File: config.mk
export PLATFORM = sky130hd
export DESIGN_NAME = virtual_periodic_tick_timer_unit
export DESIGN_NICKNAME = d
export VERILOG_FILES = /design/src/hdl/vptt_pkg.sv /design/src/hdl/vptt_ctrl.sv /design/src/hdl/vptt_dp.sv /design/src/hdl/virtual_periodic_tick_timer_unit.sv
export VERILOG_INCLUDE_DIRS = /design/src /design/src/hdl
export SDC_FILE = /design/constraint.sdc
export NUM_CORES = 2
export LEC_CHECK = 0
export BUFFER_PORTS_ARGS = -buffer_cell sky130_fd_sc_hd__buf_2
export CORE_MARGIN = 3
export CORE_UTILIZATION = 48
export CTS_CLUSTER_SIZE = 28
export DETAILED_ROUTE_END_ITERATION = 7
export PLACE_DENSITY = 0.71
export RECOVER_POWER = 100
export SETUP_SLACK_MARGIN = 0.1
export SKIP_LAST_GASP = 1
export SYNTH_ARGS = -nofsm -noshare
export SYNTH_HDL_FRONTEND = slang
export SYNTH_SLANG_ARGS = --single-unit
File: constraint.sdc
create_clock -name clk -period 8.4 [get_ports clk]
set_input_delay 0.84 -clock clk [delete_from_list [all_inputs] [get_ports clk]]
set_output_delay 0.84 -clock clk [all_outputs]
set_load 0.005 [all_outputs]
File: src/hdl/virtual_periodic_tick_timer_unit_assert.svh
// Assertion macros shared by the tick timer modules.
`ifndef VIRTUAL_PERIODIC_TICK_TIMER_UNIT_ASSERT_SVH
`define VIRTUAL_PERIODIC_TICK_TIMER_UNIT_ASSERT_SVH
`ifndef SYNTHESIS
// Same-cycle implication, off while reset is held.
`define VPTT_ASSERT_IMP(lbl, clk, rst_n, ante, cons) \
  lbl: assert property (@(posedge clk) disable iff (!rst_n) (ante) |-> (cons)) \
    else $error("tick timer check failed");
// Next-cycle implication, off while reset is held.
`define VPTT_ASSERT_NXT(lbl, clk, rst_n, ante, cons) \
  lbl: assert property (@(posedge clk) disable iff (!rst_n) (ante) |=> (cons)) \
    else $error("tick timer check failed");
`else
`define VPTT_ASSERT_IMP(lbl, clk, rst_n, ante, cons)
`define VPTT_ASSERT_NXT(lbl, clk, rst_n, ante, cons)
`endif
`endif

File: src/hdl/vptt_pkg.sv
// Shared codes and control/status types of the tick timer.
package vptt_pkg;

  localparam int CMD_W = 2;

  localparam logic [CMD_W-1:0] CMD_ENABLE  = 2'd0;
  localparam logic [CMD_W-1:0] CMD_DISABLE = 2'd1;
  localparam logic [CMD_W-1:0] CMD_POLL    = 2'd2;
  localparam logic [CMD_W-1:0] CMD_ALARM   = 2'd3;

  localparam logic [15:0] TPU_RESET = 16'd1000;

  // Controller to datapath commands
  typedef struct packed {
    logic load;        // capture input item, clear result
    logic mul;         // period = period_us * ticks_per_usec
    logic start;       // set deadline and alarm, enable
    logic disable_tmr; // cancel alarm, disable
    logic alarm;       // mark alarm pending
    logic poll_start;  // clear pending, clear count
    logic scan_step;   // count one deadline, advance by one period
    logic diff;        // remaining = deadline - vtime
    logic rearm;       // alarm = tsc_now + remaining
    logic publish;     // move result into output register
  } vptt_ctl_t;

  // Datapath to controller status
  typedef struct packed {
    logic [CMD_W-1:0] cmd;
    logic             enabled;
    logic             pending;
    logic             scan_more;
  } vptt_sts_t;

endpackage

File: src/hdl/vptt_ctrl.sv
// Sequencing state machine of the tick timer.
`include "virtual_periodic_tick_timer_unit_assert.svh"
module vptt_ctrl (
  input  logic               clk,
  input  logic               rst_n,
  input  logic               in_valid,
  output logic               in_ready,
  output logic               out_valid,
  input  logic               out_ready,
  input  vptt_pkg::vptt_sts_t sts,
  output vptt_pkg::vptt_ctl_t ctl
);

  localparam logic [2:0] S_IDLE   = 3'd0;
  localparam logic [2:0] S_DECODE = 3'd1;
  localparam logic [2:0] S_MUL    = 3'd2;
  localparam logic [2:0] S_START  = 3'd3;
  localparam logic [2:0] S_SCAN   = 3'd4;
  localparam logic [2:0] S_DIFF   = 3'd5;
  localparam logic [2:0] S_REARM  = 3'd6;
  localparam logic [2:0] S_DONE   = 3'd7;

  logic [2:0] state_r, state_nxt;
  logic       out_valid_r, out_valid_nxt;

  // Decode state into datapath commands
  always_comb begin
    state_nxt = state_r;
    ctl       = '0;
    in_ready  = 1'b0;
    unique case (state_r)
      S_IDLE: begin
        in_ready = 1'b1;
        if (in_valid) begin
          ctl.load  = 1'b1;
          state_nxt = S_DECODE;
        end
      end
      S_DECODE: begin
        unique case (sts.cmd)
          vptt_pkg::CMD_ENABLE: begin
            state_nxt = S_MUL;
          end
          vptt_pkg::CMD_DISABLE: begin
            ctl.disable_tmr = sts.enabled;
            state_nxt       = S_DONE;
          end
          vptt_pkg::CMD_POLL: begin
            if (sts.pending) begin
              ctl.poll_start = 1'b1;
              state_nxt      = S_SCAN;
            end else begin
              state_nxt = S_DONE;
            end
          end
          vptt_pkg::CMD_ALARM: begin
            ctl.alarm = 1'b1;
            state_nxt = S_DONE;
          end
          default: state_nxt = S_DONE;
        endcase
      end
      S_MUL: begin
        ctl.mul   = 1'b1;
        state_nxt = sts.enabled ? S_DONE : S_START;
      end
      S_START: begin
        ctl.start = 1'b1;
        state_nxt = S_DONE;
      end
      S_SCAN: begin
        if (sts.scan_more) begin
          ctl.scan_step = 1'b1;
        end else begin
          state_nxt = S_DIFF;
        end
      end
      S_DIFF: begin
        ctl.diff  = 1'b1;
        state_nxt = S_REARM;
      end
      S_REARM: begin
        ctl.rearm = 1'b1;
        state_nxt = S_DONE;
      end
      S_DONE: begin
        if (!out_valid_r || out_ready) begin
          ctl.publish = 1'b1;
          state_nxt   = S_IDLE;
        end
      end
      default: state_nxt = S_IDLE;
    endcase
  end

  // Hold the result valid until taken
  always_comb begin
    out_valid_nxt = out_valid_r;
    if (out_valid_r && out_ready) begin
      out_valid_nxt = 1'b0;
    end
    if (ctl.publish) begin
      out_valid_nxt = 1'b1;
    end
  end

  always_ff @(posedge clk) begin
    if (!rst_n) begin
      state_r     <= S_IDLE;
      out_valid_r <= 1'b0;
    end else begin
      state_r     <= state_nxt;
      out_valid_r <= out_valid_nxt;
    end
  end

  assign out_valid = out_valid_r;

  `VPTT_ASSERT_NXT(a_accept_decode, clk, rst_n, in_valid && in_ready, state_r == S_DECODE)
  `VPTT_ASSERT_IMP(a_scan_entry, clk, rst_n, state_r == S_SCAN, $past(state_r) == S_DECODE || $past(state_r) == S_SCAN)
  `VPTT_ASSERT_NXT(a_publish_valid, clk, rst_n, ctl.publish, out_valid_r)

endmodule

File: src/hdl/vptt_dp.sv
// Datapath of the tick timer: timer state, catch-up counter, result registers.
`include "virtual_periodic_tick_timer_unit_assert.svh"
module vptt_dp #(
  parameter int MAX_CATCHUP = 255
) (
  input  logic                clk,
  input  logic                rst_n,
  input  logic                cfg_wr_en,
  input  logic [15:0]         cfg_wr_data,
  input  logic [1:0]          in_command,
  input  logic [31:0]         in_period_us,
  input  logic [63:0]         in_vtime,
  input  logic [63:0]         in_tsc_now,
  input  vptt_pkg::vptt_ctl_t ctl,
  output vptt_pkg::vptt_sts_t sts,
  output logic [7:0]          out_expired_count,
  output logic                out_catchup_saturated,
  output logic                out_alarm_set,
  output logic [63:0]         out_alarm_time,
  output logic                out_alarm_cancel,
  output logic                out_tick_enabled
);

  localparam int CNT_W = $clog2(MAX_CATCHUP + 1);
  localparam logic [CNT_W-1:0] CNT_MAX = CNT_W'(MAX_CATCHUP);

  // Timer state and configuration
  logic [15:0] tpu_r;
  logic        enabled_r;
  logic        pending_r;
  logic [63:0] deadline_r, deadline_nxt;
  logic [63:0] period_r;

  // Captured item
  logic [1:0]  cmd_r;
  logic [31:0] pusec_r;
  logic [63:0] vnow_r;
  logic [63:0] tsc_r;

  // Work and result registers
  logic [CNT_W-1:0] cnt_r;
  logic [63:0]      diff_r;
  logic [7:0]       res_count_r;
  logic             res_sat_r;
  logic             res_aset_r;
  logic [63:0]      res_atime_r;
  logic             res_cancel_r;

  logic [47:0] prod;
  logic [16:0] cnt_ext;
  logic [7:0]  cnt_clip;

  assign prod         = 48'(pusec_r) * 48'(tpu_r);
  assign deadline_nxt = deadline_r + period_r;
  assign cnt_ext      = 17'(cnt_r);
  assign cnt_clip     = (cnt_ext > 17'd255) ? 8'hFF : cnt_ext[7:0];

  assign sts.cmd       = cmd_r;
  assign sts.enabled   = enabled_r;
  assign sts.pending   = pending_r;
  assign sts.scan_more = (deadline_r <= vnow_r) && (cnt_r < CNT_MAX);

  // Update control state: config, mode, pending flag, deadline, period
  always_ff @(posedge clk) begin
    if (!rst_n) begin
      tpu_r      <= vptt_pkg::TPU_RESET;
      enabled_r  <= 1'b0;
      pending_r  <= 1'b0;
      deadline_r <= '0;
      period_r   <= '0;
    end else begin
      if (cfg_wr_en) begin
        tpu_r <= cfg_wr_data;
      end
      if (ctl.mul) begin
        period_r <= 64'(prod);
      end
      if (ctl.start) begin
        deadline_r <= vnow_r + period_r;
        enabled_r  <= 1'b1;
      end
      if (ctl.disable_tmr) begin
        enabled_r <= 1'b0;
      end
      if (ctl.alarm) begin
        pending_r <= 1'b1;
      end
      if (ctl.poll_start) begin
        pending_r <= 1'b0;
      end
      if (ctl.scan_step) begin
        deadline_r <= deadline_nxt;
      end
    end
  end

  // Capture the item, run catch-up, build the result
  always_ff @(posedge clk) begin
    if (ctl.load) begin
      cmd_r        <= in_command;
      pusec_r      <= in_period_us;
      vnow_r       <= in_vtime;
      tsc_r        <= in_tsc_now;
      res_count_r  <= '0;
      res_sat_r    <= 1'b0;
      res_aset_r   <= 1'b0;
      res_atime_r  <= '0;
      res_cancel_r <= 1'b0;
    end
    if (ctl.start) begin
      res_aset_r  <= 1'b1;
      res_atime_r <= tsc_r + period_r;
    end
    if (ctl.disable_tmr) begin
      res_cancel_r <= 1'b1;
    end
    if (ctl.poll_start) begin
      cnt_r <= '0;
    end
    if (ctl.scan_step) begin
      cnt_r <= cnt_r + 1'b1;
    end
    if (ctl.diff) begin
      diff_r <= deadline_r - vnow_r;
    end
    if (ctl.rearm) begin
      res_count_r <= cnt_clip;
      res_sat_r   <= (cnt_r == CNT_MAX);
      res_aset_r  <= 1'b1;
      res_atime_r <= tsc_r + diff_r;
    end
  end

  // Drive the output register
  always_ff @(posedge clk) begin
    if (ctl.publish) begin
      out_expired_count     <= res_count_r;
      out_catchup_saturated <= res_sat_r;
      out_alarm_set         <= res_aset_r;
      out_alarm_time        <= res_atime_r;
      out_alarm_cancel      <= res_cancel_r;
      out_tick_enabled      <= enabled_r;
    end
  end

  `VPTT_ASSERT_NXT(a_scan_advance, clk, rst_n, ctl.scan_step, deadline_r == $past(deadline_r) + $past(period_r))
  `VPTT_ASSERT_NXT(a_start_arms, clk, rst_n, ctl.start, enabled_r && res_aset_r)
  `VPTT_ASSERT_NXT(a_poll_clears, clk, rst_n, ctl.poll_start, !pending_r)

endmodule

File: src/hdl/virtual_periodic_tick_timer_unit.sv
// Top level of the virtual-time periodic tick timer.
//
//  channel  | handshake               | payload
//  ---------+-------------------------+-------------------------------------------
//  in       | in_valid / in_ready     | command, period_us, vtime, tsc_now
//  out      | out_valid / out_ready   | expired_count .. tick_enabled
//  cfg      | cfg_wr_en               | cfg_wr_data (ticks_per_usec)
//
// One item at a time. Disable, alarm and a poll with nothing pending go from
// decode to done; enable adds the multiply (and start if off); a pending poll
// scans up to MAX_CATCHUP deadlines, one add a cycle, then diff and rearm.
// A finished result sits in the output register; the next item is taken
// while it waits, and the block stalls before publishing until it is taken.
// Synchronous active-low reset; no clearing pass.
module virtual_periodic_tick_timer_unit #(
  parameter int MAX_CATCHUP = 255
) (
  input  logic        clk,
  input  logic        rst_n,
  input  logic        cfg_wr_en,
  input  logic [15:0] cfg_wr_data,
  input  logic        in_valid,
  output logic        in_ready,
  input  logic [1:0]  in_command,
  input  logic [31:0] in_period_us,
  input  logic [63:0] in_vtime,
  input  logic [63:0] in_tsc_now,
  output logic        out_valid,
  input  logic        out_ready,
  output logic [7:0]  out_expired_count,
  output logic        out_catchup_saturated,
  output logic        out_alarm_set,
  output logic [63:0] out_alarm_time,
  output logic        out_alarm_cancel,
  output logic        out_tick_enabled
);

  vptt_pkg::vptt_ctl_t ctl;
  vptt_pkg::vptt_sts_t sts;

  // Sequence each item
  vptt_ctrl u_ctrl (
    .clk       (clk),
    .rst_n     (rst_n),
    .in_valid  (in_valid),
    .in_ready  (in_ready),
    .out_valid (out_valid),
    .out_ready (out_ready),
    .sts       (sts),
    .ctl       (ctl)
  );

  // Hold timer state and compute results
  vptt_dp #(
    .MAX_CATCHUP (MAX_CATCHUP)
  ) u_dp (
    .clk                   (clk),
    .rst_n                 (rst_n),
    .cfg_wr_en             (cfg_wr_en),
    .cfg_wr_data           (cfg_wr_data),
    .in_command            (in_command),
    .in_period_us          (in_period_us),
    .in_vtime              (in_vtime),
    .in_tsc_now            (in_tsc_now),
    .ctl                   (ctl),
    .sts                   (sts),
    .out_expired_count     (out_expired_count),
    .out_catchup_saturated (out_catchup_saturated),
    .out_alarm_set         (out_alarm_set),
    .out_alarm_time        (out_alarm_time),
    .out_alarm_cancel      (out_alarm_cancel),
    .out_tick_enabled      (out_tick_enabled)
  );

endmodule

==> results by group <==
Status
  • Status: complete, but fails checks
  • Failing checks: capacitance limit, slew limit

Logic synthesis
  • Adder-cell share of the synthesized area: 0.270
  • Ys flop type: edfxtp_1
  • Main combinational cell family by area after synthesis: adder cells
  • Synthesized flop and latch total: 519
  • Netlist cell types: 88
  • Synth Area in Simple Gates: 0.156
  • Yosys warnings: 0
  • Compound-gate portion of the synthesized area: 0.155
  • Synth Instances: 5102
  • Mean Syn Cell Area: 9.26 sq um
  • Syn_nets: 6051
  • Post-synthesis xor/xnor area fraction: 0.0462
  • Sequential area share after synthesis: 0.301
  • Fraction of registers with async set/reset: 0
  • Number of synthesized flops with an enable pin: 383
  • Post-synthesis mux area share: 0.00628
  • Synthesized area: 47200 sq um

Critical path
  • Maximum fanout along the worst path: 13
  • WP data required: 8.78 ns
  • Endpoint class of the critical path: flip-flop
  • Startpoint Class: flip-flop
  • Kind of critical path: flip-flop to flip-flop
  • CP Data Arrival Time: 7.79 ns

Detailed routing
  • Final wirelength: 134000 um
  • DRT antenna net count: 0
  • First-pass DRT Iterations: 6
  • Vias/cell: 5.74
  • Vias: 37600
  • Drt initial violations: 2864
  • Remaining DRCs: 0
  • Per-cell routed wire length: 20.4 um

Layout
  • Post-route cell area: 51300 sq um
  • Fin nets: 6172
  • Fill count: 8805
  • Layout cells sized above 1: 0.0656
  • P&R area growth vs syn: 8.67%
  • Util after Layout: 0.528

STA
  • Slew headroom: -2.22
  • Unrepaired setup endpoints after global routing: no
  • Skew final: 0.0420 ns
  • Final setup vio count: 0
  • Final Max Tran Viols: 596
  • Setup TNS: 0 ns
  • Tcrit/Tclk final: 0.882
  • Tmin final: 7.41 ns
  • Fin. Hold Viols: 0
  • Worst-Margin Slew: 4.81 ns
  • F_max: 0.135 GHz

Global routing
  • Initial antenna violation count: 2
  • Largest net degree at the start of global routing: 95
  • First-pass GRT wire length: 210000 um
  • Total gr overflow: 0
  • GRT Total Usage: 0.260
  • Number of global-route vias before repair: 37400

Clocking
  • Clk pin slew, worst setup/hold paths: 0.06 ns
  • Post-CTS Hold Buffers: 0
  • Postcts setup bufs: 0
  • Post-CTS Resized: 0
  • CTS Buffer Depth: 3
  • Worst skew pair latency: 0.67 ns
  • Clock sink total: 519
  • Root Buffer: clkbuf_16
  • Cts bufs inserted: 61
  • CTS tree: done
  • H-tree Lvls: 2

Power
  • Cell Pwr Density: 402 nW/um^2
  • P_leak: 0.0223 uW
  • Total power: 20700 uW
  • Worst vdd ir: 534 uV

Placed design
  • Post-DP HPWL: 106000 um
  • GPL Wtd Cong: 0.944
  • IO buf count: 260
  • Placed Instance Area: 49600 sq um

Floorplanning
  • Die outline height: 320 um
  • Die X: 320 um
  • I/O pin count: 261
  • Die area: 102000 sq um
  • Initial Utilization: 0.486
  • Core ar.: 97100 sq um
  • Row count: 114

Hold path
  • Worst hold path type: input pin to flip-flop

Flow run
  • Max Cap Viol: 11
-- cell families (layout without fill, tap and decap cells) --
group	Yosys count	in the layout
other cells	0	1
mux	29	29
xor+xnor	249	249
fa+ha+maj	766	766
compound gates	1169	1169
buf+inv	817	991
simple gates	1553	1553
flops	519	519
-- cell usage in the layout (no fill, tap or decap), drive strengths merged, types with 12 or more instances in the layout --
| cell | count |
|---|---|
| nor2 | 218 |
| nand2 | 695 |
| nand2b | 38 |
| mux2i | 27 |
| xor2 | 99 |
| a21oi | 368 |
| o22ai | 45 |
| nor2b | 32 |
| o31ai | 20 |
| o21a | 43 |
| nor3 | 39 |
| clkbuf | 171 |
| ha | 344 |
| a31oi | 42 |
| o21ai | 264 |
| and3 | 38 |
| buf | 215 |
| fa | 422 |
| a2111oi | 12 |
| nand4 | 87 |
| clkinv | 22 |
| inv | 575 |
| a21o | 158 |
| xnor2 | 150 |
| dfxtp | 136 |
| o211ai | 26 |
| o21bai | 34 |
| a211oi | 47 |
| edfxtp | 383 |
| and2 | 224 |
| nand3 | 105 |
-- state kept, by name (all words and copies together) (netlist names), 2 cells and up --
signal	count
u_ctrl.state_r	3
u_dp.deadline_r	64
u_dp.vnow_r	64
u_dp.out_alarm_time	64
u_dp.out_expired_count	8
u_dp.tpu_r	16
u_dp.cnt_r	8
u_dp.res_count_r	8
u_dp.period_r	48
u_dp.tsc_r	64
u_dp.diff_r	64
u_dp.res_atime_r	64
u_dp.cmd_r	2
u_dp.pusec_r	32
-- cells in the mapped netlist (38+ instances only) --
cell type | number | area share
dfxtp_1 | 136 | 0.058
clkbuf_1 | 224 | 0.018
o21ai_0 | 258 | 0.027
edfxtp_1 | 383 | 0.24
a31oi_1 | 42 | 0.0056
o22ai_1 | 45 | 0.0060
and2_1 | 224 | 0.030
a211oi_1 | 46 | 0.0073
inv_1 | 571 | 0.045
ha_1 | 344 | 0.091
nand4_1 | 86 | 0.011
fa_1 | 422 | 0.18
nor2_1 | 218 | 0.017
nand3_1 | 105 | 0.011
xor2_1 | 99 | 0.018
o21a_1 | 43 | 0.0068
a21oi_1 | 368 | 0.039
xnor2_1 | 150 | 0.028
nand2b_1 | 38 | 0.0050
nor3_1 | 39 | 0.0041
a21o_1 | 158 | 0.025
nand2_1 | 695 | 0.055
and3_1 | 38 | 0.0050
-- through the flow --
step                cells  worst slack (ns)  hold slack [ns]
global placement     6436              1.38            0.401
global route         6552             0.473            0.305
CTS                  6552              1.24            0.292
finish               6553             0.994            0.339
floorplan            5102              2.05            0.400
detailed placement   6436              1.22            0.405
-- routing by layer --
metal / GRT usage / wire length, um
met1: 0.360 / 57900
met2: 0.411 / 59800
met3: 0.0373 / 9670
met4: 0.108 / 6150
met5: 0 / 33
-- worst max-delay path, stage by stage (launching register included) --
cell and delay, ns:
dfxtp_1 0.63, clkbuf_1 0.52, nand2_1 0.17, fa_1 0.53
fa_1 0.58, fa_1 0.45, fa_1 0.55, inv_1 0.05
fa_1 0.49, fa_1 0.41, ha_1 0.36, a21o_1 0.19
a21o_1 0.18, a21oi_1 0.18, a21boi_0 0.49, o2bb2ai_1 0.25
a21oi_1 0.36, o21a_1 0.30, o41ai_1 0.14, xor2_1 0.15
nand2_1 0.09, a21oi_1 0.06
-- path summary, 6_finish.rpt --
path / start / to / slack (ns) / cells after the start
setup / recovery: u_dp.tpu_r[2]$_SDFFE_PN0P_ / u_dp.period_r[44]$_SDFFE_PN0P_ / 0.99 / 21
hold / removal: in_vtime[7] / u_dp.vnow_r[7]$_DFFE_PP_ / 0.34 / 1
setup reg to reg: u_dp.tpu_r[2]$_SDFFE_PN0P_ / u_dp.period_r[44]$_SDFFE_PN0P_ / 0.99 / 21
hold reg to reg: u_dp.res_atime_r[44]$_DFFE_PP_ / u_dp.out_alarm_time[44]$_DFFE_PP_ / 0.42 / 0
-- report_power, final --
part	total (uW)	internal, uW	switching [uW]
logic	14500	5670	8800
clock network	2630	1510	1120
registers	3550	3180	367
total	20700	10400	10300
-- layout make-up --
cell class | count | area (sq um) | share of cell area
clock buffer | 82 | 1730 | 0.0337
tap | 1276 | 1600 | 0.0311
timing repair buffer | 304 | 1490 | 0.0291
clock inverter | 34 | 285 | 0.00556
antenna | 1 | 2.50 | 0.0000488
multi-input combinational | 3766 | 29800 | 0.582
inverter | 571 | 2150 | 0.0418
sequential | 519 | 14200 | 0.277
(Power assumes the default switching activity.)
